## config.mk

```make
export PLATFORM = sky130hd
export DESIGN_NAME = sync_stuffed_frame_receiver
export DESIGN_NICKNAME = d
export VERILOG_FILES = /design/src/hdl/ssfr_pkg.sv /design/src/hdl/sync_stuffed_frame_receiver.sv /design/src/hdl/ssfr_front.sv /design/src/hdl/ssfr_queue.sv /design/src/hdl/ssfr_back.sv
export SDC_FILE = /design/constraint.sdc
export NUM_CORES = 1
export LEC_CHECK = 0
export ABC_AREA = 1
export BUFFER_PORTS_ARGS = -buffer_cell sky130_fd_sc_hd__buf_2
export CORE_UTILIZATION = 50
export CTS_CLUSTER_SIZE = 28
export DETAILED_ROUTE_END_ITERATION = 7
export PLACE_DENSITY_LB_ADDON = 0.08
export SYNTH_ARGS = -nofsm -noshare
export SYNTH_HDL_FRONTEND = slang
export SYNTH_HIERARCHICAL = 1
export SYNTH_SLANG_ARGS = --single-unit
```

## constraint.sdc

```tcl
create_clock -name clock -period 5.65 [get_ports clock]
set_clock_uncertainty 0.1 [all_clocks]
set_input_delay 0.2825 -clock clock [delete_from_list [all_inputs] [get_ports clock]]
set_output_delay 0.2825 -clock clock [all_outputs]
set_load 0.05 [all_outputs]
```

## src/hdl/ssfr_pkg.sv

```systemverilog
`timescale 1ns / 1ps
// Shared types and constants for the sync-stuffed frame receiver.
// Used by every module of the block; no dependencies.
package ssfr_pkg;

   localparam int BYTE_W          = 8;
   localparam int POS_W           = 9;
   localparam int ADDR_W          = 5;
   localparam int KIND_W          = 3;
   localparam int HDR_BYTES       = 4;
   localparam int FRAME_OVERHEAD  = 6;
   localparam int MAX_FRAME_BYTES_DEF = 258;
   localparam int QUEUE_DEPTH_DEF = 2;
   localparam logic [BYTE_W-1:0] SYNC_RESET = 8'h1b;

   typedef enum logic [KIND_W-1:0] {
      KIND_PAYLOAD    = 3'd0,
      KIND_GOOD       = 3'd1,
      KIND_BAD        = 3'd2,
      KIND_SYNC_ROUTE = 3'd3,
      KIND_TOO_LONG   = 3'd4
   } kind_type;

   typedef struct packed {
      kind_type            kind;
      logic [BYTE_W-1:0]   data;
      logic [BYTE_W-1:0]   index;
      logic [BYTE_W-1:0]   route;
      logic [BYTE_W-1:0]   control;
      logic [BYTE_W-1:0]   length;
   } event_type;

endpackage

```

## src/hdl/sync_stuffed_frame_receiver.sv

```systemverilog
`timescale 1ns / 1ps
// Top level of the sync-stuffed frame receiver: parser, event queue, output stage.
// Instantiates ssfr_front, ssfr_queue and ssfr_back; uses ssfr_pkg.
//
//   channel  direction  handshake              payload
//   req      in         req_valid / req_ready  req_rx_byte
//   rsp      out        rsp_valid / rsp_ready  rsp_event_kind .. rsp_payload_length
//   csr      in         csr_valid / csr_ready  csr_sync_byte
//
// One byte per cycle while the queue is not full; the parser state update and checksum add finish in that cycle.
// A result is registered first in the queue, then in the output register.
// Reset clears the parser and queue and loads the sync byte 0x1b.
// A stalled rsp fills the queue; req_ready drops only while the queue is full.
module sync_stuffed_frame_receiver
   import ssfr_pkg::*;
#(
   parameter int MAX_FRAME_BYTES = MAX_FRAME_BYTES_DEF,
   parameter int QUEUE_DEPTH     = QUEUE_DEPTH_DEF
) (
   input  logic              clock,
   input  logic              reset,
   input  logic              req_valid,
   output logic              req_ready,
   input  logic [BYTE_W-1:0] req_rx_byte,
   output logic              rsp_valid,
   input  logic              rsp_ready,
   output logic [KIND_W-1:0] rsp_event_kind,
   output logic [BYTE_W-1:0] rsp_payload_byte,
   output logic [BYTE_W-1:0] rsp_payload_index,
   output logic [BYTE_W-1:0] rsp_route_byte,
   output logic [ADDR_W-1:0] rsp_node_address,
   output logic [BYTE_W-1:0] rsp_control_byte,
   output logic [BYTE_W-1:0] rsp_payload_length,
   input  logic              csr_valid,
   output logic              csr_ready,
   input  logic [BYTE_W-1:0] csr_sync_byte
);

   logic      q_full;
   logic      q_not_empty;
   logic      q_pop;
   logic      ev_push;
   event_type ev;
   event_type q_head;
   logic      byte_fire;

   assign req_ready = !q_full;
   assign csr_ready = 1'b1;
   assign byte_fire = req_valid && req_ready;

   ssfr_front #(
      .MAX_FRAME_BYTES(MAX_FRAME_BYTES)
   ) u_front (
      .clock        (clock),
      .reset        (reset),
      .csr_valid    (csr_valid),
      .csr_sync_byte(csr_sync_byte),
      .byte_fire    (byte_fire),
      .rx_byte      (req_rx_byte),
      .ev_push      (ev_push),
      .ev           (ev)
   );

   ssfr_queue #(
      .DEPTH(QUEUE_DEPTH)
   ) u_queue (
      .clock    (clock),
      .reset    (reset),
      .push     (ev_push),
      .push_data(ev),
      .pop      (q_pop),
      .full     (q_full),
      .not_empty(q_not_empty),
      .head     (q_head)
   );

   ssfr_back u_back (
      .clock             (clock),
      .reset             (reset),
      .q_not_empty       (q_not_empty),
      .q_head            (q_head),
      .q_pop             (q_pop),
      .rsp_valid         (rsp_valid),
      .rsp_ready         (rsp_ready),
      .rsp_event_kind    (rsp_event_kind),
      .rsp_payload_byte  (rsp_payload_byte),
      .rsp_payload_index (rsp_payload_index),
      .rsp_route_byte    (rsp_route_byte),
      .rsp_node_address  (rsp_node_address),
      .rsp_control_byte  (rsp_control_byte),
      .rsp_payload_length(rsp_payload_length)
   );

endmodule

```

## src/hdl/ssfr_front.sv

```systemverilog
`timescale 1ns / 1ps
// Front end: sync register, frame parser, destuffing and running checksum.
// Classifies each byte into at most one event for the queue; uses ssfr_pkg.
module ssfr_front
   import ssfr_pkg::*;
#(
   parameter int MAX_FRAME_BYTES = MAX_FRAME_BYTES_DEF
) (
   input  logic              clock,
   input  logic              reset,
   input  logic              csr_valid,
   input  logic [BYTE_W-1:0] csr_sync_byte,
   input  logic              byte_fire,
   input  logic [BYTE_W-1:0] rx_byte,
   output logic              ev_push,
   output event_type         ev
);

   localparam logic [POS_W-1:0] MAX_TOTAL = POS_W'(MAX_FRAME_BYTES);

   logic [BYTE_W-1:0] sync_ff, sync_in;
   logic [POS_W-1:0]  pos_ff, pos_in;
   logic              esc_ff, esc_in;
   logic [POS_W-1:0]  total_ff, total_in;
   logic [BYTE_W-1:0] sum_ff, sum_in;
   logic [BYTE_W-1:0] route_ff, route_in;
   logic [BYTE_W-1:0] ctrl_ff, ctrl_in;
   logic [BYTE_W-1:0] len_ff, len_in;

   always_comb begin
      logic              take;
      logic              abort;
      logic [BYTE_W-1:0] len_eff;
      logic [POS_W-1:0]  pay_end;
      logic [POS_W-1:0]  pos_next;
      sync_in  = csr_valid ? csr_sync_byte : sync_ff;
      pos_in   = pos_ff;
      esc_in   = esc_ff;
      total_in = total_ff;
      sum_in   = sum_ff;
      route_in = route_ff;
      ctrl_in  = ctrl_ff;
      len_in   = len_ff;
      ev_push  = 1'b0;
      ev       = '0;
      take     = 1'b0;
      abort    = 1'b0;
      len_eff  = len_ff;
      pay_end  = '0;
      pos_next = '0;
      if (byte_fire) begin
         if (pos_ff == '0) begin
            take = (rx_byte == sync_ff);
         end else if (pos_ff == POS_W'(1)) begin
            if (rx_byte == sync_ff) begin
               pos_in   = '0;
               ev_push  = 1'b1;
               ev.kind  = KIND_SYNC_ROUTE;
            end else begin
               take = 1'b1;
            end
         end else if (rx_byte == sync_ff && !esc_ff) begin
            esc_in = 1'b1;
         end else begin
            take = 1'b1;
         end

         if (take) begin
            esc_in = 1'b0;
            if (pos_ff == POS_W'(3)) begin
               total_in = {1'b0, rx_byte} + POS_W'(FRAME_OVERHEAD);
               if (total_in > MAX_TOTAL) begin
                  abort      = 1'b1;
                  pos_in     = '0;
                  ev_push    = 1'b1;
                  ev.kind    = KIND_TOO_LONG;
                  ev.route   = route_ff;
                  ev.control = ctrl_ff;
                  ev.length  = rx_byte;
               end else begin
                  len_in  = rx_byte;
                  len_eff = rx_byte;
               end
            end
            if (!abort) begin
               pay_end = {1'b0, len_eff} + POS_W'(HDR_BYTES);
               if (pos_ff == '0) begin
                  sum_in = '0;
               end else if (pos_ff <= pay_end) begin
                  sum_in = sum_ff + rx_byte;
               end
               if (pos_ff == POS_W'(1)) begin
                  route_in = rx_byte;
               end else if (pos_ff == POS_W'(2)) begin
                  ctrl_in = rx_byte;
               end
               if (pos_ff >= POS_W'(HDR_BYTES) && pos_ff < pay_end) begin
                  ev_push  = 1'b1;
                  ev.kind  = KIND_PAYLOAD;
                  ev.data  = rx_byte;
                  ev.index = BYTE_W'(pos_ff - POS_W'(HDR_BYTES));
               end
               pos_next = pos_ff + POS_W'(1);
               if (pos_next == total_in) begin
                  pos_in     = '0;
                  ev_push    = 1'b1;
                  ev.kind    = (sum_in == '0) ? KIND_GOOD : KIND_BAD;
                  ev.data    = '0;
                  ev.index   = '0;
                  ev.route   = route_ff;
                  ev.control = ctrl_ff;
                  ev.length  = len_eff;
               end else begin
                  pos_in = pos_next;
               end
            end
         end
      end
   end

   always_ff @(posedge clock) begin
      if (reset) begin
         sync_ff  <= SYNC_RESET;
         pos_ff   <= '0;
         esc_ff   <= 1'b0;
         total_ff <= '0;
         sum_ff   <= '0;
         route_ff <= '0;
         ctrl_ff  <= '0;
         len_ff   <= '0;
      end else begin
         sync_ff  <= sync_in;
         pos_ff   <= pos_in;
         esc_ff   <= esc_in;
         total_ff <= total_in;
         sum_ff   <= sum_in;
         route_ff <= route_in;
         ctrl_ff  <= ctrl_in;
         len_ff   <= len_in;
      end
   end

endmodule

```

## src/hdl/ssfr_queue.sv

```systemverilog
`timescale 1ns / 1ps
// Short event queue between the parser and the output stage.
// Register-based FIFO of event_type entries; uses ssfr_pkg.
module ssfr_queue
   import ssfr_pkg::*;
#(
   parameter int DEPTH = QUEUE_DEPTH_DEF
) (
   input  logic      clock,
   input  logic      reset,
   input  logic      push,
   input  event_type push_data,
   input  logic      pop,
   output logic      full,
   output logic      not_empty,
   output event_type head
);

   localparam int PTR_W = (DEPTH > 1) ? $clog2(DEPTH) : 1;
   localparam int CNT_W = $clog2(DEPTH + 1);
   localparam logic [PTR_W-1:0] LAST = PTR_W'(DEPTH - 1);

   event_type         entry_ff [DEPTH];
   logic [PTR_W-1:0]  wr_ff, wr_in;
   logic [PTR_W-1:0]  rd_ff, rd_in;
   logic [CNT_W-1:0]  cnt_ff, cnt_in;

   assign full      = (cnt_ff == CNT_W'(DEPTH));
   assign not_empty = (cnt_ff != '0);
   assign head      = entry_ff[rd_ff];

   always_comb begin
      wr_in  = wr_ff;
      rd_in  = rd_ff;
      cnt_in = cnt_ff;
      if (push) begin
         wr_in = (wr_ff == LAST) ? '0 : wr_ff + PTR_W'(1);
      end
      if (pop) begin
         rd_in = (rd_ff == LAST) ? '0 : rd_ff + PTR_W'(1);
      end
      if (push && !pop) begin
         cnt_in = cnt_ff + CNT_W'(1);
      end else if (pop && !push) begin
         cnt_in = cnt_ff - CNT_W'(1);
      end
   end

   always_ff @(posedge clock) begin
      if (reset) begin
         wr_ff  <= '0;
         rd_ff  <= '0;
         cnt_ff <= '0;
      end else begin
         wr_ff  <= wr_in;
         rd_ff  <= rd_in;
         cnt_ff <= cnt_in;
      end
   end

   always_ff @(posedge clock) begin
      if (push) begin
         entry_ff[wr_ff] <= push_data;
      end
   end

endmodule

```

## src/hdl/ssfr_back.sv

```systemverilog
`timescale 1ns / 1ps
// Back end: formats queued events into the result register.
// Zeroes fields that do not apply to the event; uses ssfr_pkg.
module ssfr_back
   import ssfr_pkg::*;
(
   input  logic              clock,
   input  logic              reset,
   input  logic              q_not_empty,
   input  event_type         q_head,
   output logic              q_pop,
   output logic              rsp_valid,
   input  logic              rsp_ready,
   output logic [KIND_W-1:0] rsp_event_kind,
   output logic [BYTE_W-1:0] rsp_payload_byte,
   output logic [BYTE_W-1:0] rsp_payload_index,
   output logic [BYTE_W-1:0] rsp_route_byte,
   output logic [ADDR_W-1:0] rsp_node_address,
   output logic [BYTE_W-1:0] rsp_control_byte,
   output logic [BYTE_W-1:0] rsp_payload_length
);

   logic              valid_ff;
   kind_type          kind_ff;
   logic [BYTE_W-1:0] data_ff, index_ff, route_ff, ctrl_ff, len_ff;
   logic [BYTE_W-1:0] data_in, index_in, route_in, ctrl_in, len_in;

   assign q_pop = q_not_empty && (!valid_ff || rsp_ready);

   always_comb begin
      data_in  = '0;
      index_in = '0;
      route_in = '0;
      ctrl_in  = '0;
      len_in   = '0;
      case (q_head.kind)
         KIND_PAYLOAD: begin
            data_in  = q_head.data;
            index_in = q_head.index;
         end
         KIND_GOOD, KIND_BAD, KIND_TOO_LONG: begin
            route_in = q_head.route;
            ctrl_in  = q_head.control;
            len_in   = q_head.length;
         end
         default: begin
            data_in = '0;
         end
      endcase
   end

   always_ff @(posedge clock) begin
      if (reset) begin
         valid_ff <= 1'b0;
      end else if (q_pop) begin
         valid_ff <= 1'b1;
      end else if (rsp_ready) begin
         valid_ff <= 1'b0;
      end
   end

   always_ff @(posedge clock) begin
      if (q_pop) begin
         kind_ff  <= q_head.kind;
         data_ff  <= data_in;
         index_ff <= index_in;
         route_ff <= route_in;
         ctrl_ff  <= ctrl_in;
         len_ff   <= len_in;
      end
   end

   assign rsp_valid          = valid_ff;
   assign rsp_event_kind     = kind_ff;
   assign rsp_payload_byte   = data_ff;
   assign rsp_payload_index  = index_ff;
   assign rsp_route_byte     = route_ff;
   assign rsp_node_address   = route_ff[ADDR_W-1:0];
   assign rsp_control_byte   = ctrl_ff;
   assign rsp_payload_length = len_ff;

endmodule
```

==> flow_summary.yaml <==
logic_synthesis:
  avgSynthCellArea_um2: 9.69
  synthCells: 1050
  ys_types: 49
  synth_edf_count: 129
  synth-async-reset-ratio_pct: 0
  synth_nets: 1100
  synth_most_common_cell: "nand2_1"
  synth_top_flop_cell: "edfxtp_1"
  ys_top_cells_by_area: "edfxtp_1 (38%), dfxtp_1 (13%), nand2_1 (7.2%)"
  synth_top_cell_by_area: "edfxtp_1"
  synth_seq_cells: 194
  syn-cell-area_um2: 10200
  synth_common_cells: "nand2_1 (196), inv_1 (151), edfxtp_1 (129)"
  synthDominantCellAreaShare_pct: 38.1
  ys_seq_area_share_pct: 50.9
  synth-warning-count: 6
drt:
  drc_errors: 0
  num_vias: 7027
  wire_per_inst_um: 15.1
  via_per_inst: 5.05
  ant_nets: 0
  drt-initial-drc-count: 373
  wl_um: 21000
  dr.pass1.iters: 6
final_layout:
  stdcell_area_um2: 11300
  n_antenna_cell: 0
  syn_to_final_growth_pct: 10.8
  fillerInstances: 1758
  ff_latch_area_um2: 5180
  multi_input_area_um2: 4040
  nets: 1164
  layout-drive-gt1-share_pct: 22.5
grt:
  antenna_found_initial: 0
  grt_first_pass_wirelength_um: 33800
  grt_overflow_total: 0
  grt_max_degree: 46
  grt.total_usage_pct: 21.5
  grt_pass1_vias: 6535
job:
  drv_cap: 0
sta:
  period_minus_slack_ns: 4.96
  max_freq_mhz: 201
  finalSetupTns_ns: 0
  hold_viol: 0
  tightest_slew_ns: 1.23
  rsz0062_at_grt: "no"
  setup_viol: 0
  relSlewSlack_pct: 17.9
  finalMaxSlewViolations: 0
  fin_crit_sh_pct: 87.9
clocking:
  clock-sinks: 194
  cts-buffers-inserted: 17
  cts_htree_levels: 4
  path_clk_slew_ns: 0.07
  clock_path_buffers: 2
  cts_resized: 0
  clock_latency_ns: 0.43
  cts-root-buf: "clkbuf_16"
  post-cts-setup-buffers: 0
  cts_tree: "done"
floorplanning:
  rows: 51
  dieWidth_um: 145
  start_util_pct: 51.6
  die_h_um: 145
  core_area_um2: 19700
  num_io_pins: 72
  die-area_um2: 20900
pwr:
  p_int_mw: 3.11
  swShare_pct: 42.3
  max-vdd-ir-drop_mv: 0.241
  p_clk_share_pct: 22.0
  powerDensity_nw_per_um2: 478
  p_switching_mw: 2.28
  pwr-share-comb_pct: 41.2
  seq_power_share_pct: 36.8
  leakagePower_nw: 4.86
place:
  placed_area_um2: 10600
  port_buffers: 70
  dp_hpwl_um: 14900
  gp_congestion: 0.866
setup_path:
  critical_path_arrival_ns: 4.98
  crit_type: "flop to flop"
  critPathMaxFanout: 43
  cp-start-kind: "flop"
  end_kind: "flop"
  cp_data_required_time_ns: 5.66
run_status:
  status: "completed"
worst_hold_path:
  hold_path_class: "primary input to flop"
-- critical path: stages, from the launching register on --
cell and delay, ns:
dfxtp_1 0.31, inv_1 0.15, ha_1 0.24, nand3_2 0.18, nor2_8 0.39, nand2_2 0.26
o21ai_1 0.22, ha_1 0.22, nand3_1 0.12, nor2_1 0.12, nand2_1 0.06, ha_1 0.29
a21o_1 0.18, nor2_1 0.10, nand3_1 0.33, a41oi_1 0.51, nor3b_1 0.11, nand2_1 0.09
nand3_1 0.06, inv_1 0.13, inv_1 0.09, nor2_4 0.10, buf_12 0.25
-- registers in the layout, summed over array words and instances (netlist names), 2 cells and up, named ones only --
name,flops
u_back/rsp_control_byte,8
u_back/rsp_event_kind,3
u_back/rsp_payload_byte,8
u_back/rsp_payload_index,8
u_back/rsp_payload_length,8
u_back/rsp_route_byte,8
u_front/ctrl_ff,8
u_front/len_ff,8
u_front/pos_ff,9
u_front/route_ff,8
u_front/sum_ff,8
u_front/sync_ff,8
u_front/total_ff,9
u_queue/cnt_ff,2
u_queue/entry_ff,86
-- routing by layer --
layer | global-route usage (%) | vias to the layer above | share of wire, %
met1 | 29.1 | 3260 | 47
met3 | 3.78 | 20 | 4.7
met2 | 34.8 | 164 | 47
met5 | 0 | - | 0
met4 | 7.04 | 0 | 1.4
li1 | - | 3583 | -
-- layout by cell type, fill, tap and decap left out, drive strengths merged, types with 16 or more instances in the layout --
master and instances:
a21oi 56, edfxtp 129, dfxtp 65, mux2 43, nand4 16, nand2 208
ha 28, inv 173, o21ai 63, nor3 24, nor2 115, nand3 49
buf 82, clkbuf 17
-- final timing paths --
path | startpoint | end | slack [ns] | cells past startpoint
max reg2reg | u_front/pos_ff[3] | u_queue/entry_ff[0][21] | 0.69 | 22
min reg2reg | u_front/ctrl_ff[4] | u_front/ctrl_ff[4] | 0.37 | 2
max | u_front/pos_ff[3] | u_queue/entry_ff[0][21] | 0.69 | 22
min | csr_sync_byte[5] | u_front/sync_ff[5] | 0.04 | 3
-- through the flow --
stage / utilization [%] / hold WS (ns) / setup WS [ns] / total power, mW / std cells
global route: 57.2 / 0.0408 / 0.213 / 5.73 / 1392
global placement: 53.9 / 0.356 / 0.588 / 4.22 / 1354
finish: 57.2 / 0.0435 / 0.686 / 5.39 / 1392
detailed placement: 53.9 / 0.364 / 0.469 / 4.24 / 1354
CTS: 57.2 / 0.0213 / 0.732 / 5.43 / 1392
floorplan: - / 0.252 / 0.348 / 3.88 / 1050
-- cell type report --
cell class | instances | area share, %
Tap cell | 265 | 2.94
Clock inverter | 15 | 1.51
Clock buffer | 17 | 3.77
Multi-Input combinational cell | 650 | 35.8
Inverter | 163 | 5.43
Timing Repair Buffer | 88 | 4.66
Sequential cell | 194 | 45.9
-- logic make-up after synthesis --
family	share of synthesized area (%)
multiplexers	6.23
other	0.0369
XOR/XNOR	1.72
AND/OR/NAND/NOR	20.5
adder cells (fa/ha/maj)	3.64
buffers and inverters	9.65
AO/OA/AOI/OAI	7.35
flip-flops	50.9
-- power groups by stage --
stage	Combinational, mW	Sequential [mW]	Clock [mW]
CTS	2.24	1.98	1.21
finish	2.22	1.98	1.19
global placement	2.22	2.01	0
floorplan	1.29	2.59	0
detailed placement	2.22	2.01	0
global route	2.43	2.02	1.27
-- repair_timing --
action,in CTS,in global routing
hold endpoints to repair,6,0
endpoints found under the setup margin,0,0
hold buffers,6,0
(Power assumes the default switching activity.)
